**src/sv/scl_pkg.sv**
```systemverilog
// package for the serial command line parser
// holds types, character codes and command codes shared by all modules
// no dependencies
package scl_pkg;

  // default line buffer capacity, in characters
  localparam int unsigned LineCapacityDef = 32;
  // default depth of the queue between front and back
  localparam int unsigned QueueDepthDef = 2;

  // send: width of the id field below the length field
  localparam int unsigned IdBits = 29;

  // ascii codes used by the decoder
  localparam logic [7:0] AsciiLf     = 8'h0A;
  localparam logic [7:0] AsciiCr     = 8'h0D;
  localparam logic [7:0] AsciiZero   = 8'h30;
  localparam logic [7:0] AsciiNine   = 8'h39;
  localparam logic [7:0] AsciiUpperA = 8'h41;
  localparam logic [7:0] AsciiUpperF = 8'h46;
  localparam logic [7:0] AsciiLowerA = 8'h61;
  localparam logic [7:0] AsciiLowerF = 8'h66;
  localparam logic [7:0] AsciiLowerZ = 8'h7A;
  localparam logic [7:0] AsciiCaseOff = 8'h20;
  localparam logic [7:0] AsciiB = 8'h42;
  localparam logic [7:0] AsciiF = 8'h46;
  localparam logic [7:0] AsciiI = 8'h49;
  localparam logic [7:0] AsciiS = 8'h53;
  localparam logic [7:0] AsciiV = 8'h56;

  // command codes of a result
  typedef enum logic [2:0] {
    CmdVersion = 3'd0,
    CmdBaud    = 3'd1,
    CmdFilter  = 3'd2,
    CmdId      = 3'd3,
    CmdSend    = 3'd4,
    CmdUnknown = 3'd5
  } cmd_e;

  // one classified character, as queued between front and back
  typedef struct packed {
    logic       eol;     // cr or lf
    logic       cr;      // cr
    cmd_e       cmd;     // command this character selects as a lead character
    logic [3:0] digit;   // hex value, zero for non-hex
  } item_t;

  // one result
  typedef struct packed {
    cmd_e        command;
    logic [31:0] param_one;
    logic [31:0] param_two;
    logic [31:0] param_three;
    logic        cr_requested;
  } result_t;

endpackage

```
**src/sv/scl_if.sv**
```systemverilog
// channel interfaces for the serial command line parser
// valid/ready handshake, one request moves when both are high
// no dependencies
interface scl_rx_if;
  logic       valid;
  logic       ready;
  logic [7:0] rx_byte;

  modport source (output valid, output rx_byte, input ready);
  modport sink (input valid, input rx_byte, output ready);
endinterface

interface scl_res_if;
  logic        valid;
  logic        ready;
  logic [2:0]  command;
  logic [31:0] param_one;
  logic [31:0] param_two;
  logic [31:0] param_three;
  logic        cr_requested;

  modport source (
    output valid, output command, output param_one, output param_two,
    output param_three, output cr_requested, input ready
  );
  modport sink (
    input valid, input command, input param_one, input param_two,
    input param_three, input cr_requested, output ready
  );
endinterface

```
**src/sv/scl_front.sv**
```systemverilog
// front part: accepts received characters and classifies them
// depends on scl_pkg and scl_if
module scl_front (
  scl_rx_if.sink        rx_i,
  input  logic          full_i,
  output logic          push_o,
  output scl_pkg::item_t item_o
);
  import scl_pkg::*;

  logic [7:0] upper;

  // take a request whenever the queue has room
  assign rx_i.ready = !full_i;
  assign push_o     = rx_i.valid && !full_i;

  // fold lower case letters to upper case for the command decode
  always_comb begin
    upper = rx_i.rx_byte;
    if (rx_i.rx_byte inside {[AsciiLowerA:AsciiLowerZ]}) begin
      upper = rx_i.rx_byte - AsciiCaseOff;
    end
  end

  // classify the character
  always_comb begin
    item_o.eol = (rx_i.rx_byte == AsciiCr) || (rx_i.rx_byte == AsciiLf);
    item_o.cr  = (rx_i.rx_byte == AsciiCr);

    case (upper)
      AsciiV:  item_o.cmd = CmdVersion;
      AsciiB:  item_o.cmd = CmdBaud;
      AsciiF:  item_o.cmd = CmdFilter;
      AsciiI:  item_o.cmd = CmdId;
      AsciiS:  item_o.cmd = CmdSend;
      default: item_o.cmd = CmdUnknown;
    endcase

    item_o.digit = 4'd0;
    if (rx_i.rx_byte inside {[AsciiZero:AsciiNine]}) begin
      item_o.digit = 4'(rx_i.rx_byte - AsciiZero);
    end else if (rx_i.rx_byte inside {[AsciiUpperA:AsciiUpperF]}) begin
      item_o.digit = 4'(rx_i.rx_byte - AsciiUpperA + 8'd10);
    end else if (rx_i.rx_byte inside {[AsciiLowerA:AsciiLowerF]}) begin
      item_o.digit = 4'(rx_i.rx_byte - AsciiLowerA + 8'd10);
    end
  end

endmodule

```
**src/sv/scl_fifo.sv**
```systemverilog
// short queue of classified characters between front and back
// depends on scl_pkg
module scl_fifo #(
  parameter int unsigned Depth = scl_pkg::QueueDepthDef
) (
  input  logic           clk_i,
  input  logic           rst_ni,
  input  logic           push_i,
  input  scl_pkg::item_t item_i,
  output logic           full_o,
  input  logic           pop_i,
  output scl_pkg::item_t item_o,
  output logic           empty_o
);
  import scl_pkg::*;

  localparam int unsigned PtrW = (Depth > 1) ? $clog2(Depth) : 1;
  localparam int unsigned CntW = $clog2(Depth + 1);
  localparam logic [PtrW-1:0] LastPtr = PtrW'(Depth - 1);

  item_t           mem_q [Depth];
  logic [PtrW-1:0] wptr_q, wptr_d;
  logic [PtrW-1:0] rptr_q, rptr_d;
  logic [CntW-1:0] cnt_q, cnt_d;

  assign full_o  = (cnt_q == CntW'(Depth));
  assign empty_o = (cnt_q == '0);
  assign item_o  = mem_q[rptr_q];

  // pointer and fill count update
  always_comb begin
    wptr_d = wptr_q;
    rptr_d = rptr_q;
    cnt_d  = cnt_q;
    if (push_i) begin
      wptr_d = (wptr_q == LastPtr) ? '0 : wptr_q + 1'b1;
    end
    if (pop_i) begin
      rptr_d = (rptr_q == LastPtr) ? '0 : rptr_q + 1'b1;
    end
    if (push_i && !pop_i) begin
      cnt_d = cnt_q + 1'b1;
    end else if (pop_i && !push_i) begin
      cnt_d = cnt_q - 1'b1;
    end
  end

  always_ff @(posedge clk_i or negedge rst_ni) begin
    if (!rst_ni) begin
      wptr_q <= '0;
      rptr_q <= '0;
      cnt_q  <= '0;
    end else begin
      wptr_q <= wptr_d;
      rptr_q <= rptr_d;
      cnt_q  <= cnt_d;
    end
  end

  // storage
  always_ff @(posedge clk_i) begin
    if (push_i) begin
      mem_q[wptr_q] <= item_i;
    end
  end

endmodule

```
**src/sv/scl_back.sv**
```systemverilog
// back part: assembles the command line and decodes it at end of line
// depends on scl_pkg and scl_if
module scl_back #(
  parameter int unsigned LineCapacity = scl_pkg::LineCapacityDef
) (
  input  logic           clk_i,
  input  logic           rst_ni,
  input  logic           empty_i,
  input  scl_pkg::item_t item_i,
  output logic           pop_o,
  scl_res_if.source      res_o
);
  import scl_pkg::*;

  localparam int unsigned LenW = $clog2(LineCapacity);

  logic [LenW-1:0] len_q, len_d;
  cmd_e            lead_q, lead_d;
  logic [3:0]      slot_q, slot_d;
  logic [31:0]     w1_q, w1_d;
  logic [31:0]     w2_q, w2_d;
  logic [31:0]     w3_q, w3_d;
  logic            cr_q, cr_d;
  logic            vld_q, vld_d;
  result_t         res_q, res_d;

  logic [2:0]      nib;
  logic [31:0]     shifted;
  logic [2:0]      len_m1;
  logic            room;

  // advance when the output register is free or being drained
  assign pop_o = !empty_i && (!vld_q || res_o.ready);

  // nibble place in a word, most significant first; word positions start at 2, 10, 18
  assign nib     = 3'(3'd7 - (len_q[2:0] - 3'd2));
  assign shifted = {28'd0, item_i.digit} << {nib, 2'b00};
  assign room    = ({1'b0, len_q} + 1'b1) < (LenW + 1)'(LineCapacity);
  // send length field: a zero digit counts as length one
  assign len_m1  = (slot_q == 4'd0) ? 3'd0 : 3'(slot_q - 4'd1);

  // line update and result decode
  always_comb begin
    len_d  = len_q;
    lead_d = lead_q;
    slot_d = slot_q;
    w1_d   = w1_q;
    w2_d   = w2_q;
    w3_d   = w3_q;
    cr_d   = cr_q;
    vld_d  = vld_q && !res_o.ready;
    res_d  = res_q;

    if (pop_o) begin
      cr_d = cr_q | item_i.cr;
      if (item_i.eol) begin
        if (len_q != '0) begin
          vld_d              = 1'b1;
          res_d.command      = lead_q;
          res_d.param_one    = '0;
          res_d.param_two    = '0;
          res_d.param_three  = '0;
          res_d.cr_requested = cr_q | item_i.cr;
          case (lead_q)
            CmdBaud: begin
              res_d.param_one = w1_q;
            end
            CmdFilter, CmdId: begin
              res_d.param_one = {28'd0, slot_q};
              res_d.param_two = w1_q;
            end
            CmdSend: begin
              res_d.param_one   = {len_m1, w1_q[IdBits-1:0]};
              res_d.param_two   = w2_q;
              res_d.param_three = w3_q;
            end
            default: begin
            end
          endcase
        end
        // clear the line
        len_d  = '0;
        lead_d = CmdUnknown;
        slot_d = '0;
        w1_d   = '0;
        w2_d   = '0;
        w3_d   = '0;
      end else if (room) begin
        if (len_q == LenW'(0)) begin
          lead_d = item_i.cmd;
        end else if (len_q == LenW'(1)) begin
          slot_d = item_i.digit;
        end else if (len_q < LenW'(10)) begin
          w1_d = w1_q | shifted;
        end else if (len_q < LenW'(18)) begin
          w2_d = w2_q | shifted;
        end else if (len_q < LenW'(26)) begin
          w3_d = w3_q | shifted;
        end
        len_d = len_q + 1'b1;
      end
    end
  end

  always_ff @(posedge clk_i or negedge rst_ni) begin
    if (!rst_ni) begin
      len_q  <= '0;
      lead_q <= CmdUnknown;
      slot_q <= '0;
      w1_q   <= '0;
      w2_q   <= '0;
      w3_q   <= '0;
      cr_q   <= 1'b0;
      vld_q  <= 1'b0;
    end else begin
      len_q  <= len_d;
      lead_q <= lead_d;
      slot_q <= slot_d;
      w1_q   <= w1_d;
      w2_q   <= w2_d;
      w3_q   <= w3_d;
      cr_q   <= cr_d;
      vld_q  <= vld_d;
    end
  end

  // result register
  always_ff @(posedge clk_i) begin
    res_q <= res_d;
  end

  assign res_o.valid        = vld_q;
  assign res_o.command      = res_q.command;
  assign res_o.param_one    = res_q.param_one;
  assign res_o.param_two    = res_q.param_two;
  assign res_o.param_three  = res_q.param_three;
  assign res_o.cr_requested = res_q.cr_requested;

endmodule

```
**src/sv/serial_command_line_parser.sv**
```systemverilog
// top level of the serial command line parser
// depends on scl_pkg, scl_if, scl_front, scl_fifo and scl_back

// Takes one received character per cycle and returns one result per non-empty line,
// when a CR or LF arrives. The front classifies each character (line end, command
// letter, hex value) and queues it; the back updates the line state and decodes the
// line. Sustained rate is one character per clock while results are taken, set by the
// back's line update; a result is presented in an output register, written when its
// line-ending character is taken from the queue. While a result waits the back holds,
// the queue fills and the input then stalls until the result is taken.
// Characters beyond LineCapacity - 1 in a line are dropped; empty lines give nothing.
module serial_command_line_parser #(
  parameter int unsigned LineCapacity = scl_pkg::LineCapacityDef,
  parameter int unsigned QueueDepth   = scl_pkg::QueueDepthDef
) (
  input  logic      clk_i,
  input  logic      rst_ni,
  scl_rx_if.sink    rx_i,
  scl_res_if.source res_o
);
  import scl_pkg::*;

  logic  push;
  logic  full;
  logic  pop;
  logic  empty;
  item_t front_item;
  item_t back_item;

  // classification
  scl_front u_front (
    .rx_i   (rx_i),
    .full_i (full),
    .push_o (push),
    .item_o (front_item)
  );

  // queue between the two parts
  scl_fifo #(
    .Depth (QueueDepth)
  ) u_fifo (
    .clk_i   (clk_i),
    .rst_ni  (rst_ni),
    .push_i  (push),
    .item_i  (front_item),
    .full_o  (full),
    .pop_i   (pop),
    .item_o  (back_item),
    .empty_o (empty)
  );

  // line assembly and decode
  scl_back #(
    .LineCapacity (LineCapacity)
  ) u_back (
    .clk_i   (clk_i),
    .rst_ni  (rst_ni),
    .empty_i (empty),
    .item_i  (back_item),
    .pop_o   (pop),
    .res_o   (res_o)
  );

  // a new result only follows a character taken from the queue
  assert property (@(posedge clk_i) disable iff (!rst_ni)
    $rose(res_o.valid) |-> $past(pop))
    else $error("result appeared without a dequeued character");

  // only send carries a third parameter
  assert property (@(posedge clk_i) disable iff (!rst_ni)
    (res_o.valid && res_o.command != CmdSend) |-> (res_o.param_three == '0))
    else $error("third parameter set for a non-send command");

  // version and unknown carry no parameters
  assert property (@(posedge clk_i) disable iff (!rst_ni)
    (res_o.valid && (res_o.command == CmdVersion || res_o.command == CmdUnknown))
      |-> (res_o.param_one == '0 && res_o.param_two == '0))
    else $error("parameters set for version or unknown command");

endmodule
```
**src/flat_wrapper.sv**
```systemverilog
// flat-port wrapper written by rule: the top's interface ports become plain ports
module serial_command_line_parser_flat import scl_pkg::*;
#(
  parameter int unsigned LineCapacity = scl_pkg::LineCapacityDef,
  parameter int unsigned QueueDepth   = scl_pkg::QueueDepthDef
)
  (clk_i, rst_ni, rx_i_valid, rx_i_rx_byte, rx_i_ready, res_o_valid, res_o_command, res_o_param_one, res_o_param_two, res_o_param_three, res_o_cr_requested, res_o_ready);
  scl_rx_if rx_i_i ();
  scl_res_if res_o_i ();
  input  logic clk_i;
  input  logic rst_ni;
  input wire logic [$bits(rx_i_i.valid)-1:0] rx_i_valid;
  input wire logic [$bits(rx_i_i.rx_byte)-1:0] rx_i_rx_byte;
  output wire logic [$bits(rx_i_i.ready)-1:0] rx_i_ready;
  output wire logic [$bits(res_o_i.valid)-1:0] res_o_valid;
  output wire logic [$bits(res_o_i.command)-1:0] res_o_command;
  output wire logic [$bits(res_o_i.param_one)-1:0] res_o_param_one;
  output wire logic [$bits(res_o_i.param_two)-1:0] res_o_param_two;
  output wire logic [$bits(res_o_i.param_three)-1:0] res_o_param_three;
  output wire logic [$bits(res_o_i.cr_requested)-1:0] res_o_cr_requested;
  input wire logic [$bits(res_o_i.ready)-1:0] res_o_ready;
  assign rx_i_i.valid = rx_i_valid;
  assign rx_i_i.rx_byte = rx_i_rx_byte;
  assign rx_i_ready = rx_i_i.ready;
  assign res_o_valid = res_o_i.valid;
  assign res_o_command = res_o_i.command;
  assign res_o_param_one = res_o_i.param_one;
  assign res_o_param_two = res_o_i.param_two;
  assign res_o_param_three = res_o_i.param_three;
  assign res_o_cr_requested = res_o_i.cr_requested;
  assign res_o_i.ready = res_o_ready;
  serial_command_line_parser #(.LineCapacity(LineCapacity), .QueueDepth(QueueDepth)) u_core (.clk_i(clk_i), .rst_ni(rst_ni), .rx_i(rx_i_i), .res_o(res_o_i));
endmodule
```
**config.mk**
```make
export PLATFORM = sky130hd
export DESIGN_NAME = serial_command_line_parser_flat
export DESIGN_NICKNAME = d
export VERILOG_FILES = /design/src/sv/scl_pkg.sv /design/src/sv/scl_if.sv /design/src/sv/scl_front.sv /design/src/sv/scl_fifo.sv /design/src/sv/scl_back.sv /design/src/sv/serial_command_line_parser.sv /design/src/flat_wrapper.sv
export SDC_FILE = /design/constraint.sdc
export NUM_CORES = 1
export LEC_CHECK = 0
export BUFFER_PORTS_ARGS = -buffer_cell sky130_fd_sc_hd__buf_2
export CORE_ASPECT_RATIO = 0.5
export CORE_MARGIN = 2
export CORE_UTILIZATION = 65
export CTS_BUF_LIST = sky130_fd_sc_hd__clkbuf_4 sky130_fd_sc_hd__clkbuf_8
export CTS_CLUSTER_DIAMETER = 120
export DETAILED_ROUTE_END_ITERATION = 6
export HOLD_SLACK_MARGIN = 0.12
export PLACE_DENSITY = 0.88
export SETUP_SLACK_MARGIN = 0.3
export SLEW_MARGIN = 15
export SYNTH_ARGS = -nofsm -noshare
export SYNTH_HDL_FRONTEND = slang
export SYNTH_SLANG_ARGS = --single-unit
```
**constraint.sdc**
```tcl
create_clock -name clk_i -period 18.3 [get_ports clk_i]
set_clock_uncertainty 0.15 [all_clocks]
set_input_delay 5.49 -clock clk_i [delete_from_list [all_inputs] [get_ports clk_i]]
set_output_delay 5.49 -clock clk_i [all_outputs]
set_load 0.01 [all_outputs]
```
==> Word-level counts from Yosys, hierarchy flattened <==
Memory sizes are Yosys's and may differ from the RTL's.
Index checks and enable logic that the tools add are counted.
{ "classes": {"mux": 44, "order_cmp": 11, "reduce_logical": 36, "n_bitwise": 4, "add_sub_neg": 15, "n_eq_ne": 17, "shifts": 1} }
{ "ops": {"columns": ["operator", "n"], "rows": [
  ["two-way mux 32 bit", 18],
  ["OR 32 bit", 3],
  ["case mux 32 bit (3 select lines)", 1],
  ["case mux 32 bit (2 select lines)", 1],
  ["equality test 8 x 7 -> 1 bit, second input constant", 5],
  ["<< shifter 4 x 5 -> 32 bit", 1],
  ["two-way mux 4 bit", 7],
  ["less-or-equal comparator 8 x 7 -> 1 bit, second input constant", 3],
  ["equality test 8 x 4 -> 1 bit, second input constant", 2],
  [">= comparator 8 x 7 -> 1 bit, second input constant", 2],
  ["case mux 3 bit (5 select lines)", 1],
  ["nonzero test 2 bit", 7],
  ["two-way mux 3 bit", 4],
  ["subtractor 4 x 1 -> 4 bit, second input constant", 3],
  ["< comparator 5 bit, second input constant", 2],
  ["two-way mux 5 bit", 2],
  ["logical AND 1 bit", 9],
  ["adder 4 bit, second input constant", 2],
  [">= comparator 8 x 6 -> 1 bit, second input constant", 1],
  ["less-or-equal comparator 8 x 6 -> 1 bit, second input constant", 1],
  ["two-way mux 8 bit", 1],
  ["inequality test 2 x 1 -> 1 bit, second input constant", 4],
  ["subtractor 8 x 6 -> 8 bit, second input constant", 1],
  ["two-way mux 1 bit", 7],
  ["30 further kinds", 40]
]} }
{ "totals": {"reg_bits": 214, "word_cells": 145, "mem_bits_rw": 18, "n_memories": 1, "output_inout_bits": 102} }
{ "mem_list": {"columns": ["name", "depth", "word_bits", "read_ports", "rd_ports_with_merged_regs", "write_ports", "line_no", "rtl"], "rows": [
  ["u_core.u_fifo.mem_q", 2, 9, 1, 0, 1, "scl_fifo.sv:21", "item_t mem_q [Depth];"]
]} }

==> Logic depth before layout (Yosys ltp) <==
Gate-level depths: netlist of the first run.
{ "depth": {"word_depth": 11, "mapped_depth": 9} }

==> Cells and area by module <==
A second synthesis of the first run with hierarchy kept.
{ "unflattened": {"cells_unflattened": 712, "area_unflattened_um2": 9545.4} }
{ "modules_own_cells": {"columns": ["mod", "instances", "cells_per_inst", "seq_area_each_um2", "area_each_um2"], "rows": [
  ["scl_back", 1, 603, 5758.0, 8275.4],
  ["scl_fifo", 1, 44, 640.6, 842.1],
  ["scl_front", 1, 65, 0.0, 427.9]
]} }

==> Worst setup path after synthesis of the first run <==
OpenSTA, ideal clock, no wires.
{ "synth_timing": {"path_type": "in2reg", "start": "in res_o_ready", "end": "reg u_core.u_back.res_q, in the netlist u_core.u_back.res_o.command[0] (enable)", "path_stages": 5, "arrival_time_ns": 10.348, "setup_slack_ns": 7.242, "setup_time_ns": 0.560, "path_cell_list": "nand2b_1 > nand3_2 > buf_2 > buf_2 > nor2_1"} }
{ "synth_via": {"elab_chain_len": 3} }
{ "synth_lines": {"columns": ["element", "line_no", "rtl"], "rows": [
  ["start: declaration", "flat_wrapper.sv:21", "input wire logic [$bits(res_o_i.ready)-1:0] res_o_ready;"],
  ["logical OR 1 bit", "scl_back.sv:33", "assign pop_o = !empty_i && (!vld_q || res_o.ready);"],
  ["logical AND 1 bit", "scl_back.sv:33", null],
  ["AND reduction 3 bit (no source line)", null, null],
  ["end signal: assignment", "scl_back.sv:129", "res_q <= res_d;"],
  ["end: declaration", "scl_back.sv:25", "result_t res_q, res_d;"]
]} }
No other way between the ends.
A chain may end at the register's enable or synchronous reset.

==> Worst setup path after layout of the first run <==
{ "layout_timing": {"start": "reg u_core.u_fifo.cnt_q[0]", "end": "out rx_i_ready"} }
{ "layout_via": {"elab_chain_len": 2} }
{ "layout_lines": {"columns": ["element", "line_no", "rtl"], "rows": [
  ["start: declaration", "scl_fifo.sv:24", "logic [CntW-1:0] cnt_q, cnt_d;"],
  ["start signal: assignment", "scl_fifo.sv:56", "cnt_q <= cnt_d;"],
  ["equality test 2 bit", "scl_fifo.sv:26", "assign full_o = (cnt_q == CntW'(Depth));"],
  ["zero test 1 bit", "scl_front.sv:14", "assign rx_i.ready = !full_i;"],
  ["end: declaration", "flat_wrapper.sv:14", "output wire logic [$bits(rx_i_i.ready)-1:0] rx_i_ready;"]
]} }
No other way between the ends.

==> flow_summary.ini, run 1 <==
[run_status]
status = complete, no violations

[flow_run]
drv_cap = 0

[min_path]
holdCritPathClass = reg -> reg

[critical_path]
critPathMaxStageDelay_ns = 0.42
crit_type = reg -> out
cp_slowest_cell = dfrtp_1
path_cells = nand2b_1, buf_2
path_max_fanout = 4
critical_path.endpoint_type = output port
cp.arrival_ns = 1.31
cp-start-kind = flop
required_ns = 12.66

[global_route]
antenna_found_initial = 0
track_usage_pct = 25.76
grt_pass1_vias = 5850
grt_first_pass_wirelength_um = 31240
grt_overflow = 0
grt_max_degree = 101

[sta]
fin_crit_sh_pct = 37.98
fin_tns_setup_ns = 0
worst_pin_slew_ns = 1.058
max-slew-margin-rel_pct = 29.49
rsz0062_at_grt = no
period_minus_slack_ns = 6.951
setup_viol = 0
finalHoldViolCount = 0
fmax_mhz = 143.9
final_max_slew_viol_count = 0

[power]
p_per_area_nw_per_um2 = 148.5
p_int_w = 0.001025
ir_drop_v = 0.00009149
combPwrFrac_pct = 28.8
clkPwrFrac_pct = 24.1
seq_power_share_pct = 47.1
p_switching_w = 0.0005716
p_sw_share_pct = 35.79
p_leak_nw = 4.577

[floorplanning]
io_pins = 114
core_area_um2 = 14350
chipWidth_um = 174.6
start_util_pct = 65.92
die_y_um = 89.31
rows = 31
dieArea_um2 = 15590

[synth]
synth.top_cells.by_count = edfxtp_1, dfrtp_1, a22o_1, a32o_1, and2_1
synth_top_area_share_pct = 37.46
synthArstFlopShare_pct = 49.14
synth_edf_count = 118
ys_warn_count = 0
synthFlopType = edfxtp_1
netlist_area_um2 = 9460
yosysMostFrequentCell = edfxtp_1
yosysUniqueCellTypes = 62
syn_nets = 667
netlist_instances = 641
yosysTopAreaCell = edfxtp_1
synth-seq-cells = 232
postSynthAreaPerCell_um2 = 14.76
synth_area_leaders = edfxtp_1, dfrtp_1, a32o_1
yosysSeqAreaShare_pct = 67.64

[clock_network]
htree_levels = 1
post_cts_resized = 0
clock_path_buffers = 3
cts_buffers = 31
cts_tree = built
clockRootBuffer = clkbuf_8
cts_hold_buf = 0
cts_setup_buffers = 0
insertion_delay_ns = 0.56
path_clk_slew_ns = 0.07
clock_sinks = 232

[finish]
final_core_util_pct = 74.94
fillers = 869
diodes = 0
final_cell_count_no_fill = 972
drive_above_1_share_pct = 25.45
nNetsFinal = 776
syn_to_final_growth_pct = 13.69

[placed_design]
finalWeightedCongestion = 0.8075
port_buffers = 113
hpwl_um = 12390
dpl.cell_count = 915

[drt]
drt_iter0_markers = 670
via_per_inst = 6.260
drc = 0
num_vias = 6085
post_drt_wl_per_cell_um = 20.32
first_pass_iters = 5
ant_nets = 0
routed_wl_um = 19760
==> per-layer routing <==
layer  track usage, %  part of all wire, %
met1            36.36                   41
met4            7.121                  1.5
met2            42.78                   49
met5                0                    0
met3            4.549                  7.8
==> worst max-delay path: cells and delay by family (launching register included) <==
| kind | cells | cell delay, ns |
|---|---|---|
| AND/OR/NAND/NOR | 1 | 0.19 |
| buffers and inverters | 1 | 0.15 |
| flip-flops | 1 | 0.42 |
==> final cells by class <==
class                           count  area (um2)  area share [%]
Clock buffer                       50       588.1           5.468
Multi-Input combinational cell    352        2808           26.11
Tap cell                          198       247.7           2.303
Inverter                           12       45.04          0.4188
Timing Repair Buffer              121       631.9           5.875
Clock inverter                      7       36.28          0.3374
Sequential cell                   232        6399           59.49
==> cells in the final DEF (no fill, tap or decap), types with 11 or more instances in the layout <==
cell type  netlist  final
clkbuf_8         0     34
ha_1            14     14
edfxtp_1       118    118
and2_1          61     61
inv_1           11     11
clkbuf_4         0     16
nand2_1         11     11
buf_2           12    112
a22o_1          69     69
a32o_1          62     62
dfrtp_1        112    112
nor2_1          19     17
==> state kept, by name, indices dropped and copies added, names as in the netlist <==
register and cells:
u_core.u_back.cr_q 1, u_core.u_back.lead_q 3, u_core.u_back.len_q 5, u_core.u_back.res_o.command 3, u_core.u_back.res_o.cr_requested 1, u_core.u_back.res_o.param_one 32, u_core.u_back.res_o.param_three 32, u_core.u_back.res_o.param_two 32
u_core.u_back.res_o.valid 1, u_core.u_back.slot_q 4, u_core.u_back.w1_q 32, u_core.u_back.w2_q 32, u_core.u_back.w3_q 32, u_core.u_fifo.cnt_q 2, u_core.u_fifo.mem_q 18, u_core.u_fifo.rptr_q 1
u_core.u_fifo.wptr_q 1
==> final timing paths <==
path | depth (start not counted) | slack [ns] | start | endpoint
worst min-delay path | 1 | 0.33 | u_core.u_back.w3_q[20] | u_core.u_back.w3_q[20]
worst min register to register | 1 | 0.33 | u_core.u_back.w3_q[20] | u_core.u_back.w3_q[20]
max in group asynchronous | 2 | 11.90 | rst_ni | u_core.u_back.w3_q[14]
worst max register to register | 6 | 15.19 | u_core.u_back.len_q[0] | u_core.u_back.w1_q[19]
min in group asynchronous | 1 | 4.77 | rst_ni | u_core.u_back.lead_q[1]
worst max-delay path | 2 | 11.35 | u_core.u_fifo.cnt_q[0] | rx_i_ready
==> through the flow <==
| step | hold WS, ns | area (um2) | worst slack, ns | power [W] |
|---|---|---|---|---|
| 6_report | 0.3336 | 10760 | 11.35 | 0.001597 |
| 3_3_place_gp | 0.3163 | 10130 | 10.81 | 0.001188 |
| 5_1_grt | 0.3554 | 10760 | 11.24 | 0.001670 |
| 2_1_floorplan | 0.3077 | 9460 | 7.242 | 0.001069 |
| 4_1_cts | 0.3385 | 10750 | 11.30 | 0.001597 |
| 3_5_place_dp | 0.3239 | 10130 | 10.71 | 0.001214 |
==> cell families (layout without fill, tap and decap cells) <==
group | after synthesis | in the layout | share of synthesized area [%]
flip-flops | 232 | 232 | 67.64
AO/OA/AOI/OAI | 172 | 172 | 16.20
AND/OR/NAND/NOR | 144 | 144 | 9.046
buffers and inverters | 57 | 190 | 2.857
multiplexers | 15 | 15 | 1.759
adder cells (fa/ha/maj) | 14 | 14 | 1.852
XOR/XNOR | 7 | 7 | 0.6481
==> power by group through the flow <==
| stage | combinational (W) | clock [W] | sequential (W) |
|---|---|---|---|
| floorplan | 0.000282 | 0 | 0.000787 |
| detailed placement | 0.000452 | 0 | 0.000763 |
| CTS | 0.000455 | 0.000388 | 0.000753 |
| global placement | 0.000433 | 0 | 0.000755 |
| global route | 0.000498 | 0.000409 | 0.000764 |
| finish | 0.000460 | 0.000385 | 0.000752 |
(Power assumes the default switching activity.)
==> run 2: changes to the inputs <==
- CORE_UTILIZATION: 65 -> 60
- PLACE_DENSITY: 0.88 -> 0.82
- clock period: 18.3 -> 7.1 ns (I/O delays scaled with it)
==> run 2 against run 1 <==
  * Clock power rose to 2.7 times the previous value
  * Count of clock-buffer cells in the layout up 3
  * Final cell count up 0.51%
==> flow_summary.ini, run 2 (same netlist as run 1, synthesis figures left out) <==
[run_status]
status = complete, no violations

[clock_network]
path_clk_slew_ns = 0.07
cts_setup_buffers = 0
clock_path_buffers = 3
cts_tree = built
insertion_delay_ns = 0.56
cts_buffers = 31
post_cts_resized = 0
clock_sinks = 232
cts_hold_buf = 0
clockRootBuffer = clkbuf_8
htree_levels = 1

[global_route]
antenna_found_initial = 0
track_usage_pct = 23.49
grt_overflow = 0
grt_pass1_vias = 5773
grt_max_degree = 98
grt_first_pass_wirelength_um = 30850

[power]
p_total_w = 0.004166
p_per_area_nw_per_um2 = 385.4
ir_drop_v = 0.0002637
p_leak_nw = 4.600

[floorplanning]
die_y_um = 92.79
dieArea_um2 = 16850
start_util_pct = 61.37
io_pins = 114
core_area_um2 = 15410
rows = 32
chipWidth_um = 181.6

[min_path]
holdCritPathClass = reg -> reg
min_to = u_core.u_back.w3_q[4]
hold_path.startpoint = u_core.u_back.w3_q[4]
hold_path_depth = 1

[sta]
rsz0062_at_grt = no
final_max_slew_viol_count = 0
hold_ws_ns = 0.3347
setup_viol = 0
fin_tns_setup_ns = 0
fmax_mhz = 262.2
fin_crit_sh_pct = 53.71
worst_pin_slew_ns = 1.046
finalHoldViolCount = 0
fin_ws_ns = 3.287
period_minus_slack_ns = 3.813
max-slew-margin-rel_pct = 30.10

[drt]
routed_wl_um = 19360
first_pass_iters = 6
drt_iter0_markers = 539
post_drt_wl_per_cell_um = 19.81
num_vias = 5980
via_per_inst = 6.121
ant_nets = 0
drc = 0

[critical_path]
crit_buf_inv = 2
crit_type = in -> reg
critical_path.endpoint_type = flop
r2r_slack_ns = 4.00
critPathMaxStageDelay_ns = 0.83
path_cells = buf_2, nand2b_1, nand3_2, nor2_4, buf_12
cp.arrival_ns = 3.87
worst-r2r-cell-count = 4
cp-start-kind = input port
rr_startpoint = u_core.u_fifo.rptr_q
cp_top_family = simple AND/OR/NAND/NOR gates
rr_endpoint = u_core.u_back.res_o.param_one[10]
required_ns = 7.16
cp_slowest_cell = nor2_4
path_max_fanout = 64

[finish]
drive_above_1_share_pct = 25.87
final_cell_area_um2 = 10810
diodes = 0
syn_to_final_growth_pct = 14.27
nNetsFinal = 776
final_common_cell = edfxtp_1
final_cell_mix = edfxtp_1, buf_2, dfrtp_1

[flow_run]
drv_cap = 0

[placed_design]
pre_cts_slack_ns = 2.726
finalWeightedCongestion = 0.7979
port_buffers = 113
place_area_um2 = 10150
hpwl_um = 12200
## run 2: area by class of cell
type | count | area [um2]
Multi-Input combinational cell | 352 | 2808
Inverter | 12 | 45.04
Timing Repair Buffer | 121 | 640.6
Sequential cell | 232 | 6399
Clock buffer | 53 | 623.1
Fill cell | 1015 | 4604
Clock inverter | 3 | 40.04
Tap cell | 204 | 255.2
## run 2: worst max-delay path by stage
stage	end	startpoint	cells past startpoint
floorplan	u_core.u_back.res_o.command[0]	res_o_ready	5
global placement	u_core.u_back.res_o.param_one[10]	res_o_ready	5
detailed placement	u_core.u_back.res_o.param_two[10]	res_o_ready	5
CTS	u_core.u_back.res_o.param_two[10]	res_o_ready	5
global route	u_core.u_back.res_o.param_two[21]	res_o_ready	5
finish	u_core.u_back.res_o.param_one[10]	res_o_ready	5
## run 2: worst register-to-register path, cell delays in order, from the launching register on
cell	delay [ns]
dfrtp_1	0.82
mux2_4	0.37
nand3_2	0.12
nor2_4	0.83
buf_12	0.41
## run 2: layer usage
layer | global-route usage (%) | wire, um | up-vias
met5 | 0 | 0 | -
met4 | 6.369 | 395 | 0
met3 | 4.876 | 1246 | 39
met2 | 37.74 | 9263 | 233
met1 | 33.15 | 8452 | 3008
li1 | - | - | 2700
## run 2: stage by stage
stage          utilization, %  cells
3_5_place_dp            65.82    921
5_1_grt                 70.13    977
6_report                70.13    977
2_1_floorplan               -    641
3_3_place_gp            65.82    921
4_1_cts                 70.12    977
## run 2: power breakdown
part	total, W	internal [W]	switching (W)
clock network	0.00105	0.000584	0.000471
registers	0.00193	0.00177	0.000162
logic	0.00118	0.000354	0.000828
total	0.00417	0.00271	0.00146
==> run 3: changes to the inputs <==
- ABC_AREA: not set -> 1
- CORE_UTILIZATION: 60 -> 54
- PLACE_DENSITY: 0.82 -> 0.78
- clock period: 7.1 -> 3.2 ns (I/O delays scaled with it)
==> run 3 against run 2 <==
  * Count of clock-buffer cells in the layout rose by 2
  * Register-to-register slack got worse by 3.4 ns
  * Sequential power rose by 140%
  * Final cell count rose by 32%
  * First-iteration DRC count rose by 17%
  * Die area rose by 12%
  * Non-clock buffer count rose by 4
  * Core utilization fell by 6.5 points
  * Critical path type is now reg -> reg
  * Critical endpoint is now u_core.u_back.w3_q[23]
  * Highest routed layer unchanged
==> flow_summary.ini, run 3 <==
[synth]
synth_top_area_share_pct = 37.11
yosysMostFrequentCell = nand2_1
synth_edf_count = 118
yosysSeqAreaShare_pct = 67.01
synthArstFlopShare_pct = 49.14
syn_nets = 943
synth.top_cells.by_count = nand2_1, nor2_1, edfxtp_1, dfrtp_1, a21oi_1
ys_warn_count = 0
netlist_instances = 917
synthFlopType = edfxtp_1
netlist_area_um2 = 9549
synth_area_leaders = edfxtp_1, dfrtp_1, nand2_1
postSynthAreaPerCell_um2 = 10.41
synth-seq-cells = 232
yosysUniqueCellTypes = 42
yosysTopAreaCell = edfxtp_1

[clock_network]
path_clk_slew_ns = 0.07
htree_levels = 1
cts_buffers = 31
cts_hold_buf = 0
clockRootBuffer = clkbuf_8
clock_path_buffers = 3
clock_sinks = 232
insertion_delay_ns = 0.59
cts_tree = built

[critical_path]
crit_start = u_core.u_back.len_q[1]
crit_type = reg -> reg
critical_path.endpoint_type = flop
cp-start-kind = flop
cp.arrival_ns = 2.99
required_ns = 3.55
path_max_fanout = 32
rr_startpoint = u_core.u_back.len_q[1]

[sta]
fmax_mhz = 379.1
fin_tns_setup_ns = 0
final_max_slew_viol_count = 0
hold_ws_ns = 0.1971
period_minus_slack_ns = 2.638
rsz0062_at_grt = no
finalHoldViolCount = 0
fin_ws_ns = 0.5623
max-slew-margin-rel_pct = 45.17
setup_viol = 0
fin_crit_sh_pct = 82.43
worst_pin_slew_ns = 0.8205

[power]
seq_power_share_pct = 44.3
combPwrFrac_pct = 33.8
p_leak_nw = 4.645
clkPwrFrac_pct = 21.9
p_per_area_nw_per_um2 = 928.0
p_int_w = 0.006343
p_switching_w = 0.003903
p_sw_share_pct = 38.09
ir_drop_v = 0.0006226

[global_route]
grt_overflow = 0
antenna_found_initial = 0
grt_max_degree = 98
grt_pass1_vias = 6722
track_usage_pct = 22.71
grt_first_pass_wirelength_um = 33490

[finish]
nNetsFinal = 1060
final_common_cell = nand2_1
diodes = 0
register_area_um2 = 6399
drive_above_1_share_pct = 19.36
final_core_util_pct = 63.61
final_cell_mix = nand2_1, nor2_1, edfxtp_1
syn_to_final_growth_pct = 15.62
multiInputGateArea_um2 = 2591
fillers = 1418

[floorplanning]
rows = 34
io_pins = 114
core_area_um2 = 17360
die_y_um = 98.03
start_util_pct = 55.02
dieArea_um2 = 18830
chipWidth_um = 192.1

[drt]
post_drt_wl_per_cell_um = 16.16
drc = 0
routed_wl_um = 20890
first_pass_iters = 7
ant_nets = 0
via_per_inst = 5.300
num_vias = 6853
drt_iter0_markers = 629

[flow_run]
drv_cap = 0

[placed_design]
port_buffers = 113
pre_cts_slack_ns = 0.4500
hpwl_um = 14140
finalWeightedCongestion = 0.9077

[run_status]
status = complete, no violations

[min_path]
holdCritPathClass = in -> async
run 3: metrics by stage:
step           power (W)  cells  instance area [um2]
6_report         0.01025   1293                11040
4_1_cts          0.01027   1293                11040
3_5_place_dp    0.008020   1235                10400
3_3_place_gp    0.007890   1235                10400
2_1_floorplan   0.006861    917                 9590
5_1_grt          0.01081   1293                11040
run 3: cell type report:
class | instances | share of cell area (%)
clock buffers | 55 | 5.553
clock inverters | 3 | 0.1927
flip-flops and latches | 232 | 57.96
multi-input cells | 537 | 23.47
well taps | 234 | 2.652
repair buffers | 125 | 6.414
inverters | 107 | 3.762
run 3: cell families (layout without fill, tap and decap cells):
| kind of cell | after synthesis | count (layout) | synth area share [%] |
|---|---|---|---|
| AND/OR/NAND/NOR | 340 | 340 | 14.30 |
| flip-flops | 232 | 232 | 67.01 |
| AO/OA/AOI/OAI | 176 | 176 | 9.932 |
| buffers and inverters | 148 | 290 | 6.276 |
| adder cells (fa/ha/maj) | 14 | 14 | 1.834 |
| XOR/XNOR | 6 | 6 | 0.5503 |
| multiplexers | 1 | 1 | 0.1048 |
run 3: path summary, 6_finish.rpt:
path                                           end  slack, ns  cells past startpoint
min                         u_core.u_back.w3_q[25]       0.20                      1
max in group asynchronous  u_core.u_back.lead_q[0]       1.91                      2
min reg2reg                 u_core.u_back.w2_q[17]       0.35                      2
max                         u_core.u_back.w3_q[23]       0.56                     10
max reg2reg                 u_core.u_back.w3_q[23]       0.56                     10
min in group clk_i          u_core.u_back.w2_q[17]       0.35                      2
run 3: power by group through the flow:
stage	combinational [W]	sequential [W]	clock (W)
floorplan	0.00210	0.00477	0
global placement	0.00334	0.00455	0
detailed placement	0.00343	0.00459	0
CTS	0.00346	0.00454	0.00227
global route	0.00380	0.00462	0.00240
finish	0.00346	0.00454	0.00225
run 3: repair_timing:
action / CTS / global route
endpoints found under the hold margin: 0 / 0
buffers inserted: 0 / 0
gates resized for setup: 0 / 1
setup endpoints to repair: 0 / 1
run 3: per-layer routing:
metal / track usage, % / vias to the layer above / routed length (um)
met5: 0 / - / 0
met2: 36.18 / 253 / 9995
li1: - / 3248 / -
met4: 6.929 / 0 / 509
met3: 5.140 / 47 / 1560
met1: 31.59 / 3305 / 8828
run 3: critical path, stage by stage, from the launching register on:
cell        delay (ns)
dfrtp_1           0.60
clkinvlp_4        0.35
ha_1              0.30
inv_1             0.08
o21ai_1           0.06
inv_1             0.08
o21ai_0           0.15
a21oi_4           0.17
buf_4             0.32
nand2_1           0.13
a21oi_1           0.16
